## config.mk

```make
export PLATFORM = sky130hd
export DESIGN_NAME = key_list_insert_search_remove_core
export DESIGN_NICKNAME = d
export VERILOG_FILES = /design/src/rtl/klisr_pkg.sv /design/src/rtl/klisr_ram.sv /design/src/rtl/klisr_ctrl.sv /design/src/rtl/key_list_insert_search_remove_core.sv
export SDC_FILE = /design/constraint.sdc
export NUM_CORES = 1
export LEC_CHECK = 0
export BUFFER_PORTS_ARGS = -buffer_cell sky130_fd_sc_hd__buf_4
export CAP_MARGIN = 20
export CORE_MARGIN = 4
export CORE_UTILIZATION = 35
export CTS_CLUSTER_DIAMETER = 60
export DETAILED_ROUTE_END_ITERATION = 7
export HOLD_SLACK_MARGIN = 0.06
export PLACE_DENSITY = 0.49
export SYNTH_ARGS = -nofsm -noshare
export SYNTH_HDL_FRONTEND = slang
export SYNTH_SLANG_ARGS = --single-unit
```

## constraint.sdc

```tcl
create_clock -name clk -period 5.85 [get_ports clk]
set_clock_uncertainty 0.05 [all_clocks]
set_input_delay 0 -clock clk [delete_from_list [all_inputs] [get_ports clk]]
set_output_delay 0 -clock clk [all_outputs]
set_load 0.02 [all_outputs]
```

## src/rtl/klisr_pkg.sv

```systemverilog
// Shared constants for the key list insert, search and remove core.
package klisr_pkg;

  localparam int DEPTH_DEFAULT = 16;

  localparam int KEY_W    = 32;
  localparam int ACTION_W = 2;
  localparam int STATUS_W = 2;
  localparam int CNT_W    = 5;

  localparam logic [ACTION_W-1:0] ACT_INSERT = 2'd0;
  localparam logic [ACTION_W-1:0] ACT_SEARCH = 2'd1;
  localparam logic [ACTION_W-1:0] ACT_REMOVE = 2'd2;

  localparam logic [STATUS_W-1:0] ST_DONE      = 2'd0;
  localparam logic [STATUS_W-1:0] ST_EMPTY     = 2'd1;
  localparam logic [STATUS_W-1:0] ST_NOT_FOUND = 2'd2;
  localparam logic [STATUS_W-1:0] ST_FULL      = 2'd3;

  localparam logic [CNT_W-1:0] CNT_MAX = 5'd31;

  typedef struct packed {
    logic [STATUS_W-1:0] status;
    logic [CNT_W-1:0]    match_count;
    logic [CNT_W-1:0]    entry_count;
  } result_t;

endpackage

```

## src/rtl/klisr_ram.sv

```systemverilog
// Generic single-write, single-read RAM with registered read data.
module klisr_ram #(
  parameter int WIDTH = 32,
  parameter int DEPTH = 16,
  parameter int AW    = (DEPTH > 1) ? $clog2(DEPTH) : 1
) (
  input  logic             clk,
  input  logic             we,
  input  logic [AW-1:0]    waddr,
  input  logic [WIDTH-1:0] wdata,
  input  logic             re,
  input  logic [AW-1:0]    raddr,
  output logic [WIDTH-1:0] rdata
);

  logic [WIDTH-1:0] mem [DEPTH];

  always_ff @(posedge clk) begin
    if (we) begin
      mem[waddr] <= wdata;
    end
    if (re) begin
      rdata <= mem[raddr];
    end
  end

endmodule

```

## src/rtl/klisr_ctrl.sv

```systemverilog
// Sequencer and shared key comparator for the key list over a ring-addressed RAM.
module klisr_ctrl import klisr_pkg::*; #(
  parameter int DEPTH = DEPTH_DEFAULT,
  parameter int AW    = (DEPTH > 1) ? $clog2(DEPTH) : 1,
  parameter int CW    = $clog2(DEPTH + 1)
) (
  input  logic                clk,
  input  logic                rst,
  input  logic                start,
  input  logic [ACTION_W-1:0] action,
  input  logic [KEY_W-1:0]    key,
  output logic                busy,
  output logic                done,
  output result_t             result,
  output logic                ram_we,
  output logic [AW-1:0]       ram_waddr,
  output logic [KEY_W-1:0]    ram_wdata,
  output logic                ram_re,
  output logic [AW-1:0]       ram_raddr,
  input  logic [KEY_W-1:0]    ram_rdata
);

  localparam logic [2:0] S_IDLE = 3'd0;
  localparam logic [2:0] S_RD   = 3'd1;
  localparam logic [2:0] S_CMP  = 3'd2;
  localparam logic [2:0] S_SRD  = 3'd3;
  localparam logic [2:0] S_SWR  = 3'd4;

  logic [2:0]          state, state_next;
  logic [AW-1:0]       idx, idx_next;
  logic [AW-1:0]       head, head_next;
  logic [CW-1:0]       count, count_next;
  logic [CW-1:0]       hits, hits_next;
  logic [ACTION_W-1:0] act, act_next;
  logic [KEY_W-1:0]    key_r, key_next;
  logic                fin;
  logic [STATUS_W-1:0] fin_status;
  logic [AW-1:0]       head_m1;
  logic [AW-1:0]       idx_m1;
  logic                last;
  logic                hit;

  function automatic logic [AW-1:0] phys(input logic [AW-1:0] h, input logic [AW-1:0] i);
    logic [AW:0] sum;
    sum = {1'b0, h} + {1'b0, i};
    if (sum >= (AW+1)'(DEPTH)) begin
      sum = sum - (AW+1)'(DEPTH);
    end
    return sum[AW-1:0];
  endfunction

  function automatic logic [CNT_W-1:0] sat(input logic [CW-1:0] v);
    return (32'(v) > 32'(CNT_MAX)) ? CNT_MAX : CNT_W'(v);
  endfunction

  assign head_m1   = (head == '0) ? AW'(DEPTH - 1) : head - AW'(1);
  assign idx_m1    = idx - AW'(1);
  assign last      = (CW'(idx) + CW'(1)) == count;
  assign hit       = ram_rdata == key_r;
  assign busy      = state != S_IDLE;
  assign ram_raddr = phys(head, idx);

  always_comb begin
    state_next   = state;
    idx_next     = idx;
    head_next    = head;
    count_next   = count;
    hits_next    = hits;
    act_next     = act;
    key_next     = key_r;
    fin          = 1'b0;
    fin_status   = ST_DONE;
    ram_we       = 1'b0;
    ram_re       = 1'b0;
    ram_waddr    = phys(head, idx_m1);
    ram_wdata    = ram_rdata;
    case (state)
      S_IDLE: begin
        if (start) begin
          act_next     = action;
          key_next     = key;
          hits_next    = '0;
          idx_next     = '0;
          case (action)
            ACT_INSERT: begin
              fin = 1'b1;
              if (count == CW'(DEPTH)) begin
                fin_status = ST_FULL;
              end else begin
                ram_we     = 1'b1;
                ram_waddr  = head_m1;
                ram_wdata  = key;
                head_next  = head_m1;
                count_next = count + CW'(1);
              end
            end
            ACT_SEARCH: begin
              if (count == '0) begin
                fin        = 1'b1;
                fin_status = ST_EMPTY;
              end else begin
                state_next = S_RD;
              end
            end
            ACT_REMOVE: begin
              if (count == '0) begin
                fin        = 1'b1;
                fin_status = ST_NOT_FOUND;
              end else begin
                state_next = S_RD;
              end
            end
            default: begin
              fin = 1'b1;
            end
          endcase
        end
      end
      S_RD: begin
        ram_re     = 1'b1;
        state_next = S_CMP;
      end
      S_CMP: begin
        if (act == ACT_SEARCH) begin
          if (hit) begin
            hits_next = hits + CW'(1);
          end
          if (last) begin
            fin        = 1'b1;
            fin_status = (hits_next == '0) ? ST_NOT_FOUND : ST_DONE;
            state_next = S_IDLE;
          end else begin
            idx_next   = idx + AW'(1);
            state_next = S_RD;
          end
        end else if (hit) begin
          if (last) begin
            count_next = count - CW'(1);
            fin        = 1'b1;
            state_next = S_IDLE;
          end else begin
            idx_next   = idx + AW'(1);
            state_next = S_SRD;
          end
        end else if (last) begin
          fin        = 1'b1;
          fin_status = ST_NOT_FOUND;
          state_next = S_IDLE;
        end else begin
          idx_next   = idx + AW'(1);
          state_next = S_RD;
        end
      end
      S_SRD: begin
        ram_re     = 1'b1;
        state_next = S_SWR;
      end
      S_SWR: begin
        ram_we = 1'b1;
        if (last) begin
          count_next = count - CW'(1);
          fin        = 1'b1;
          state_next = S_IDLE;
        end else begin
          idx_next   = idx + AW'(1);
          state_next = S_SRD;
        end
      end
      default: begin
        state_next = S_IDLE;
      end
    endcase
  end

  always_ff @(posedge clk) begin
    if (rst) begin
      state <= S_IDLE;
      head  <= '0;
      count <= '0;
      hits  <= '0;
      done  <= 1'b0;
    end else begin
      state <= state_next;
      head  <= head_next;
      count <= count_next;
      hits  <= hits_next;
      done  <= fin;
    end
    idx   <= idx_next;
    act   <= act_next;
    key_r <= key_next;
    if (fin) begin
      result.status      <= fin_status;
      result.match_count <= sat(hits_next);
      result.entry_count <= sat(count_next);
    end
  end

endmodule

```

## src/rtl/key_list_insert_search_remove_core.sv

```systemverilog
// Top level of the key list core: sequencer, key RAM and result ports.
//
// Keeps up to DEPTH signed 32-bit keys, newest first. A request beat
// (action, key) is taken at a rising edge with start high and busy low.
// Insert puts the key at the front unless the list is full, search counts
// equal keys, remove deletes the newest equal key and closes the gap.
// Each request yields one result beat: done is high for exactly one cycle
// with status, match_count and entry_count. The receiver cannot stall;
// a result must be taken in that cycle.
// Insert, no-op and requests on an empty list register done in the
// cycle after accept. Search walks the list through the single RAM read
// port and the shared comparator, reading and then comparing each entry.
// Remove reads and compares each entry up to the match, then reads each
// older entry and writes it back one place nearer the front.
// busy stays high over the walk; a new request may be accepted in the
// cycle the previous result is shown.
// Reset empties the list at once; RAM contents are not cleared.
module key_list_insert_search_remove_core import klisr_pkg::*; #(
  parameter int DEPTH = DEPTH_DEFAULT
) (
  input  logic                       clk,
  input  logic                       rst,
  input  logic                       start,
  output logic                       busy,
  input  logic [ACTION_W-1:0]        action,
  input  logic signed [KEY_W-1:0]    key,
  output logic                       done,
  output logic [STATUS_W-1:0]        status,
  output logic [CNT_W-1:0]           match_count,
  output logic [CNT_W-1:0]           entry_count
);

  localparam int AW = (DEPTH > 1) ? $clog2(DEPTH) : 1;
  localparam int CW = $clog2(DEPTH + 1);

  result_t          result;
  logic             ram_we;
  logic [AW-1:0]    ram_waddr;
  logic [KEY_W-1:0] ram_wdata;
  logic             ram_re;
  logic [AW-1:0]    ram_raddr;
  logic [KEY_W-1:0] ram_rdata;

  klisr_ctrl #(
    .DEPTH (DEPTH),
    .AW    (AW),
    .CW    (CW)
  ) u_ctrl (
    .clk       (clk),
    .rst       (rst),
    .start     (start),
    .action    (action),
    .key       (key),
    .busy      (busy),
    .done      (done),
    .result    (result),
    .ram_we    (ram_we),
    .ram_waddr (ram_waddr),
    .ram_wdata (ram_wdata),
    .ram_re    (ram_re),
    .ram_raddr (ram_raddr),
    .ram_rdata (ram_rdata)
  );

  klisr_ram #(
    .WIDTH (KEY_W),
    .DEPTH (DEPTH),
    .AW    (AW)
  ) u_ram (
    .clk   (clk),
    .we    (ram_we),
    .waddr (ram_waddr),
    .wdata (ram_wdata),
    .re    (ram_re),
    .raddr (ram_raddr),
    .rdata (ram_rdata)
  );

  assign status      = result.status;
  assign match_count = result.match_count;
  assign entry_count = result.entry_count;

  a_busy_from_start: assert property (@(posedge clk) disable iff (rst)
    $rose(busy) |-> $past(start))
    else $error("busy rose without a request");

  a_empty_count: assert property (@(posedge clk) disable iff (rst)
    done && status == ST_EMPTY |-> entry_count == '0)
    else $error("empty status with nonzero entry count");

  a_match_status: assert property (@(posedge clk) disable iff (rst)
    done && match_count != '0 |-> status == ST_DONE)
    else $error("matches reported without done status");

  a_full_count: assert property (@(posedge clk) disable iff (rst)
    done && status == ST_FULL |-> 32'(entry_count) == ((DEPTH > 31) ? 31 : DEPTH))
    else $error("full status with list not full");

endmodule

```

==> results of run 1 <==
worst max-delay path, cell delays in order, from the launching register on:
cell,delay [ns]
dfxtp_1,0.56
nor3_2,0.39
clkinv_1,0.31
nor3_4,0.58
buf_4,0.40
o21a_1,0.18
nand2_1,0.30
nor2_4,0.71
buf_4,0.34
per-stage QoR:
step	hold slack, ns	total power [W]
6_report	0.108	0.0105
5_1_grt	0.0953	0.0109
4_1_cts	0.0670	0.0106
3_5_place_dp	0.141	0.00649
3_3_place_gp	0.139	0.00648
2_1_floorplan	0.0285	0.00599
kinds of logic after synthesis:
logic type | after synthesis | synth area share [%]
flops | 612 | 74.0
compound gates | 73 | 2.02
mux | 165 | 14.9
buf+inv | 73 | 1.16
fa+ha+maj | 19 | 1.03
simple gates | 241 | 5.01
xor+xnor | 51 | 1.93
layout make-up:
cell class              count  area, sq um  area share, %
clock buffers              90         1850           6.37
clock inverters            29          265          0.914
inverters                  19         71.3          0.246
multi-input cells         549         6290           21.7
well taps                 931         1160           4.02
repair buffers            113         1170           4.05
flip-flops and latches    612        18200           62.7
power by group through the flow:
stage | Sequential, W | Combinational [W] | Clock, W
6_report | 0.00505 | 0.00135 | 0.00408
3_5_place_dp | 0.00514 | 0.00135 | 0
4_1_cts | 0.00505 | 0.00137 | 0.00420
2_1_floorplan | 0.00514 | 0.000848 | 0
3_3_place_gp | 0.00514 | 0.00133 | 0
5_1_grt | 0.00506 | 0.00145 | 0.00441
worst min path at each step:
stage                                 endpoint  slack, ns  cells past startpoint
finish               u_ctrl.key_r[3]$_DFFE_PP_       0.11                      2
global route        u_ctrl.key_r[10]$_DFFE_PP_        0.1                      2
CTS                 u_ctrl.key_r[10]$_DFFE_PP_       0.07                      2
detailed placement   u_ctrl.key_r[3]$_DFFE_PP_       0.14                      1
global placement    u_ctrl.key_r[10]$_DFFE_PP_       0.14                      1
floorplan           u_ctrl.count[2]$_SDFF_PP0_       0.03                      1
layer usage:
metal / vias to the layer above / share of wire [%]
met5: - / 0
met4: 0 / 1.6
met3: 69 / 6.3
met2: 336 / 43
met1: 6385 / 49
li1: 5268 / -
registers in the layout, summed over array words and instances, names as in the netlist:
register / count
u_ctrl.act: 2
u_ctrl.count: 5
u_ctrl.done: 1
u_ctrl.head: 4
u_ctrl.hits: 5
u_ctrl.idx: 4
u_ctrl.key_r: 32
u_ctrl.result: 12
u_ctrl.state: 3
u_ram.mem: 512
u_ram.rdata: 32
cells in the final DEF, fill, tap and decap left out, types with 6 or more instances in the layout:
cell	synthesis	final
o21ai_0	13	13
buf_12	0	14
xnor2_1	9	7
nor4_1	6	6
a21oi_1	16	16
clkbuf_16	0	71
nor4_4	8	8
edfxtp_1	594	594
o21a_1	6	6
nand2_1	132	131
nor3_1	13	13
a31oi_1	6	6
clkbuf_1	37	19
inv_1	18	17
mux4_2	160	160
buf_4	0	60
nor2_4	0	16
ha_1	17	16
nor2_1	36	20
dlygate4sd3_1	0	36
dfxtp_1	18	18
xor2_1	40	40
nand3_1	12	12
clkinv_1	1	17
==> impl_metrics.yaml, run 1 <==
floorplan:
  coreArea_sq_um: 69200
  num_io_pins: 51
  rows: 96
  dieArea_sq_um: 74600
  dieWidth_um: 273
  start_util_pct: 35.6
  die_height_um: 273
timing:
  slew_violations: 0
  finalCritPeriodShare_pct: 70.7
  tightest_slew_ns: 1.07
  max_slew_margin_pct: 28.0
  final.min_clock_period_ns: 4.14
  setup_viol: 0
  fin_ws_ns: 1.71
  max_freq_ghz: 0.242
  rsz0062_at_grt: "false"
  fin_setup_tns_ns: 0
  finalHoldViolations: 0
clock_tree:
  htree_levels: 3
  clock_latency_ns: 0.57
  numCtsBuffers: 69
  cts.clk_slew.worst_paths_ns: 0.06
  cts_resized: 0
  ctsHoldBuffers: 36
  post-cts-setup-buffers: 0
  cts_tree: "done"
  cts_buffer_depth: 3
  root_buffer: "clkbuf_16"
  cts_sinks: 612
power_and_ir_drop:
  swShare_pct: 23.7
  ir_drop_uv: 223
  power_frac_clock_pct: 38.9
  cell_internal_pwr_w: 0.00800
  p_per_area_nw_per_um2: 362
  power.leakage_nw: 9.39
  switchingPower_w: 0.00249
  seqPwrFrac_pct: 48.2
  p_comb_share_pct: 12.9
logic_synthesis:
  dominantRegCellSynth: "edfxtp_1"
  yosysSeqAreaShare_pct: 74.0
  synth_fp_nets: 1290
  synth_area_sq_um: 24600
  synth_seq_cells: 612
  yosysTopAreaCell: "edfxtp_1"
  synth_top_cells_by_area: "edfxtp_1 73%, mux4_2 15%, nand2_1 2.0%"
  avgSynthCellArea_sq_um: 19.9
  yosysUniqueCellTypes: 63
  synth_edf_count: 594
  synthArstFlopShare_pct: 0
  synthesis.instances: 1234
  yosysMostFrequentCell: "edfxtp_1"
  yosysWarnings: 0
  synth_common_cells: "594 x edfxtp_1, 160 x mux4_2, 132 x nand2_1, 40 x xor2_1, 37 x clkbuf_1"
  synth_top_area_share_pct: 72.5
global_route:
  grt_util_met3_pct: 3.76
  grt_pass1_vias: 12200
  grt_use_total_pct: 15.7
  grt_pass1_wl_um: 85400
  antenna_found_initial: 2
  overflow: 0
  top_usage_layer: "met1"
  grt_start_max_net_pins: 76
  use_met2_pct: 22.2
  groute.layer.met1.usage_pct: 24.3
setup_path:
  r2r-start: "u_ctrl.state[1]$_SDFFE_PP0P_"
  ff2ff_setup_slack_ns: 1.71
  startpoint: "u_ctrl.state[1]$_SDFFE_PP0P_"
  cp-start-kind: "flop"
  crit_end: "u_ram.mem[1][27]$_DFFE_PP_"
  path_class: "flop to flop"
  worstPathMaxFanout: 24
  r2r_end: "u_ram.mem[1][27]$_DFFE_PP_"
  crit_arrival_ns: 4.35
  cp-end-kind: "flop"
  r2r_cells: 8
  cp.required_ns: 6.06
place:
  dp_hpwl_um: 39000
  place_congestion: 0.762
  placed_cells: 2184
  pre_cts_ws_ns: 1.70
  placed_area_sq_um: 26500
  io_buffer_count: 50
hold_path:
  hold_start: "key[3]"
  min-delay-path-class: "primary input to flop"
layout:
  final_layout_size_suffix_gt1_share_pct: 26.0
  final_area_sq_um: 29000
  synthToLayoutAreaGrowth_pct: 17.9
  diodes: 0
  fillers: 6158
  fin_cells: 2343
  nets: 1420
  final_util_pct: 41.9
routing:
  routedWlPerCell_um: 25.0
  vias: 12100
  drt_iter0_drc: 1058
  viasPerCell: 5.15
  drc: 0
  firstDrtPassIters: 5
  wirelength_um: 58700
  ant_nets: 0
run_status:
  outcome: "finished clean"
run:
  maxCapViolations: 0
No activity file was read; power rests on OpenSTA's default activity.
==> run 2: changes to the inputs <==
==> constraint.sdc (replaced) <==
create_clock -name clk -period 4 [get_ports clk]
set_clock_uncertainty 0.05 [all_clocks]
set_input_delay 0 -clock clk [delete_from_list [all_inputs] [get_ports clk]]
set_output_delay 0 -clock clk [all_outputs]
set_load 0.02 [all_outputs]
==> impl_metrics.yaml, run 2 (synthesis gave the netlist of run 1 again) <==
routing:
  drc: 0
  routedWlPerCell_um: 25.2
  drt_iter0_drc: 950
  viasPerCell: 5.13
  wirelength_um: 60200
  vias: 12200
  firstDrtPassIters: 5
  ant_nets: 0
clock_tree:
  post-cts-setup-buffers: 0
  cts.clk_slew.worst_paths_ns: 0.06
  numCtsBuffers: 69
  root_buffer: "clkbuf_16"
  cts_sinks: 612
  htree_levels: 3
  cts_tree: "done"
  cts_buffer_depth: 3
  clock_latency_ns: 0.59
power_and_ir_drop:
  cell_internal_pwr_w: 0.0118
  p_per_area_nw_per_um2: 528
  power.leakage_nw: 9.59
  seqPwrFrac_pct: 47.7
  p_comb_share_pct: 12.6
  ir_drop_uv: 296
  power_frac_clock_pct: 39.7
  swShare_pct: 23.8
  switchingPower_w: 0.00369
  p_total_w: 0.0155
floorplan:
  dieArea_sq_um: 74600
  dieWidth_um: 273
  die_height_um: 273
  num_io_pins: 51
  rows: 96
  coreArea_sq_um: 69200
  start_util_pct: 35.6
global_route:
  grt_pass1_wl_um: 89000
  grt_pass1_vias: 12700
  overflow: 0
  antenna_found_initial: 0
  grt_start_max_net_pins: 35
  grt_use_total_pct: 16.3
setup_path:
  startpoint: "u_ctrl.state[0]$_SDFFE_PP0P_"
  r2r_cells: 9
  crit_end: "u_ram.mem[8][8]$_DFFE_PP_"
  cp-end-kind: "flop"
  worstPathCellList: "nor3_2 -> clkinv_1 -> nor3_4 -> buf_4 -> buf_4 -> o21a_1 -> nand2_1 -> nor2_4 -> buf_4"
  r2r-start: "u_ctrl.state[0]$_SDFFE_PP0P_"
  path_class: "flop to flop"
  cpMaxStageDelayCell: "dfxtp_1"
  cpPeakStageDelay_ns: 0.47
  cp.required_ns: 4.19
  crit_top_cell: "buf_4"
  crit_arrival_ns: 3.73
  cp-start-kind: "flop"
  ff2ff_setup_slack_ns: 0.46
  worstPathMaxFanout: 21
  r2r_end: "u_ram.mem[8][8]$_DFFE_PP_"
layout:
  synthToLayoutAreaGrowth_pct: 19.2
  regMostFlops: "u_ram.mem"
  nets: 1452
  largest_reg_flops: 512
  final_util_pct: 42.4
  largestRegisters: "u_ram.mem (512), u_ctrl.key_r (32), u_ram.rdata (32)"
  final_layout_size_suffix_gt1_share_pct: 28.1
  layout_commonest_cell: "edfxtp_1"
  final_cell_mix: "594 x edfxtp_1, 160 x mux4_2, 131 x nand2_1"
timing:
  setup_viol: 0
  fin_setup_tns_ns: 0
  final.min_clock_period_ns: 3.54
  max_freq_ghz: 0.282
  finalHoldViolations: 0
  tightest_slew_ns: 0.990
  max_slew_margin_pct: 33.9
  slew_violations: 0
  finalCritPeriodShare_pct: 88.6
  rsz0062_at_grt: "false"
place:
  dp_hpwl_um: 36500
  place_congestion: 0.769
  io_buffer_count: 50
run:
  maxCapViolations: 0
run_status:
  outcome: "finished clean"
hold_path:
  min-delay-path-class: "primary input to flop"
-- run 2: cell count changes in the layout (fill, tap and decap cells not counted), moves of 2 or more --
cell and delta:
buf_4 +28, clkbuf_1 -10, clkinv_2 +8, dlygate4sd3_1 +6, diode_2 +5, buf_16 -3, clkinvlp_4 +2, inv_6 +2
-- run 2: worst min path at each step --
stage / start / end / slack [ns] / cells past startpoint
finish: key[7] / u_ctrl.key_r[7]$_DFFE_PP_ / 0.1 / 2
global route: key[7] / u_ctrl.key_r[7]$_DFFE_PP_ / 0.08 / 2
CTS: key[15] / u_ctrl.key_r[15]$_DFFE_PP_ / 0.06 / 2
detailed placement: key[8] / u_ctrl.key_r[8]$_DFFE_PP_ / 0.14 / 1
global placement: key[10] / u_ctrl.key_r[10]$_DFFE_PP_ / 0.14 / 1
floorplan: rst / u_ctrl.count[2]$_SDFF_PP0_ / 0.03 / 1
-- run 2: critical path, delay by kind of cell (launching register included) --
kind / cells / cell delay, ns
compound gates: 1 / 0.17
simple gates: 4 / 1.18
flops: 1 / 0.47
buf+inv: 4 / 1.29
-- run 2: metal layers --
metal | global-route usage, % | share of wire (%) | vias up
met4 | 4.32 | 1.6 | 0
met2 | 26.4 | 49 | 288
met3 | 2.33 | 4.3 | 63
met5 | 0 | 0 | -
li1 | - | - | 5354
met1 | 23.4 | 46 | 6529
-- run 2: layout make-up --
type                       instances  area (sq um)
clock inverter                    41           350
tap                              931          1160
sequential                       612         18200
clock buffer                      81          1840
inverter                          19          71.3
fill                            6094         39900
timing repair buffer             145          1380
antenna                            5          12.5
multi-input combinational        549          6300
-- run 2: what timing repair did --
action	CTS	global route
resized for setup	0	0
hold buffers	42	0
endpoints found under the hold margin	123	0
-- run 2: power groups by stage --
stage | Sequential (W) | Combinational [W] | Clock [W]
final | 0.00738 | 0.00196 | 0.00614
after global routing | 0.00739 | 0.00211 | 0.00661
after CTS | 0.00738 | 0.00201 | 0.00632
after detailed placement | 0.00752 | 0.00197 | 0
after global placement | 0.00752 | 0.00195 | 0
after floorplan | 0.00752 | 0.00124 | 0
-- run 2: stage by stage --
stage	instances	hold slack [ns]	setup WS, ns	area, sq um
2_1_floorplan	1234	0.0285	0.188	24600
3_3_place_gp	2214	0.139	0.502	26700
4_1_cts	2378	0.0625	0.471	29300
3_5_place_dp	2214	0.141	0.502	26700
6_report	2383	0.0971	0.457	29300
5_1_grt	2378	0.0778	0.236	29300
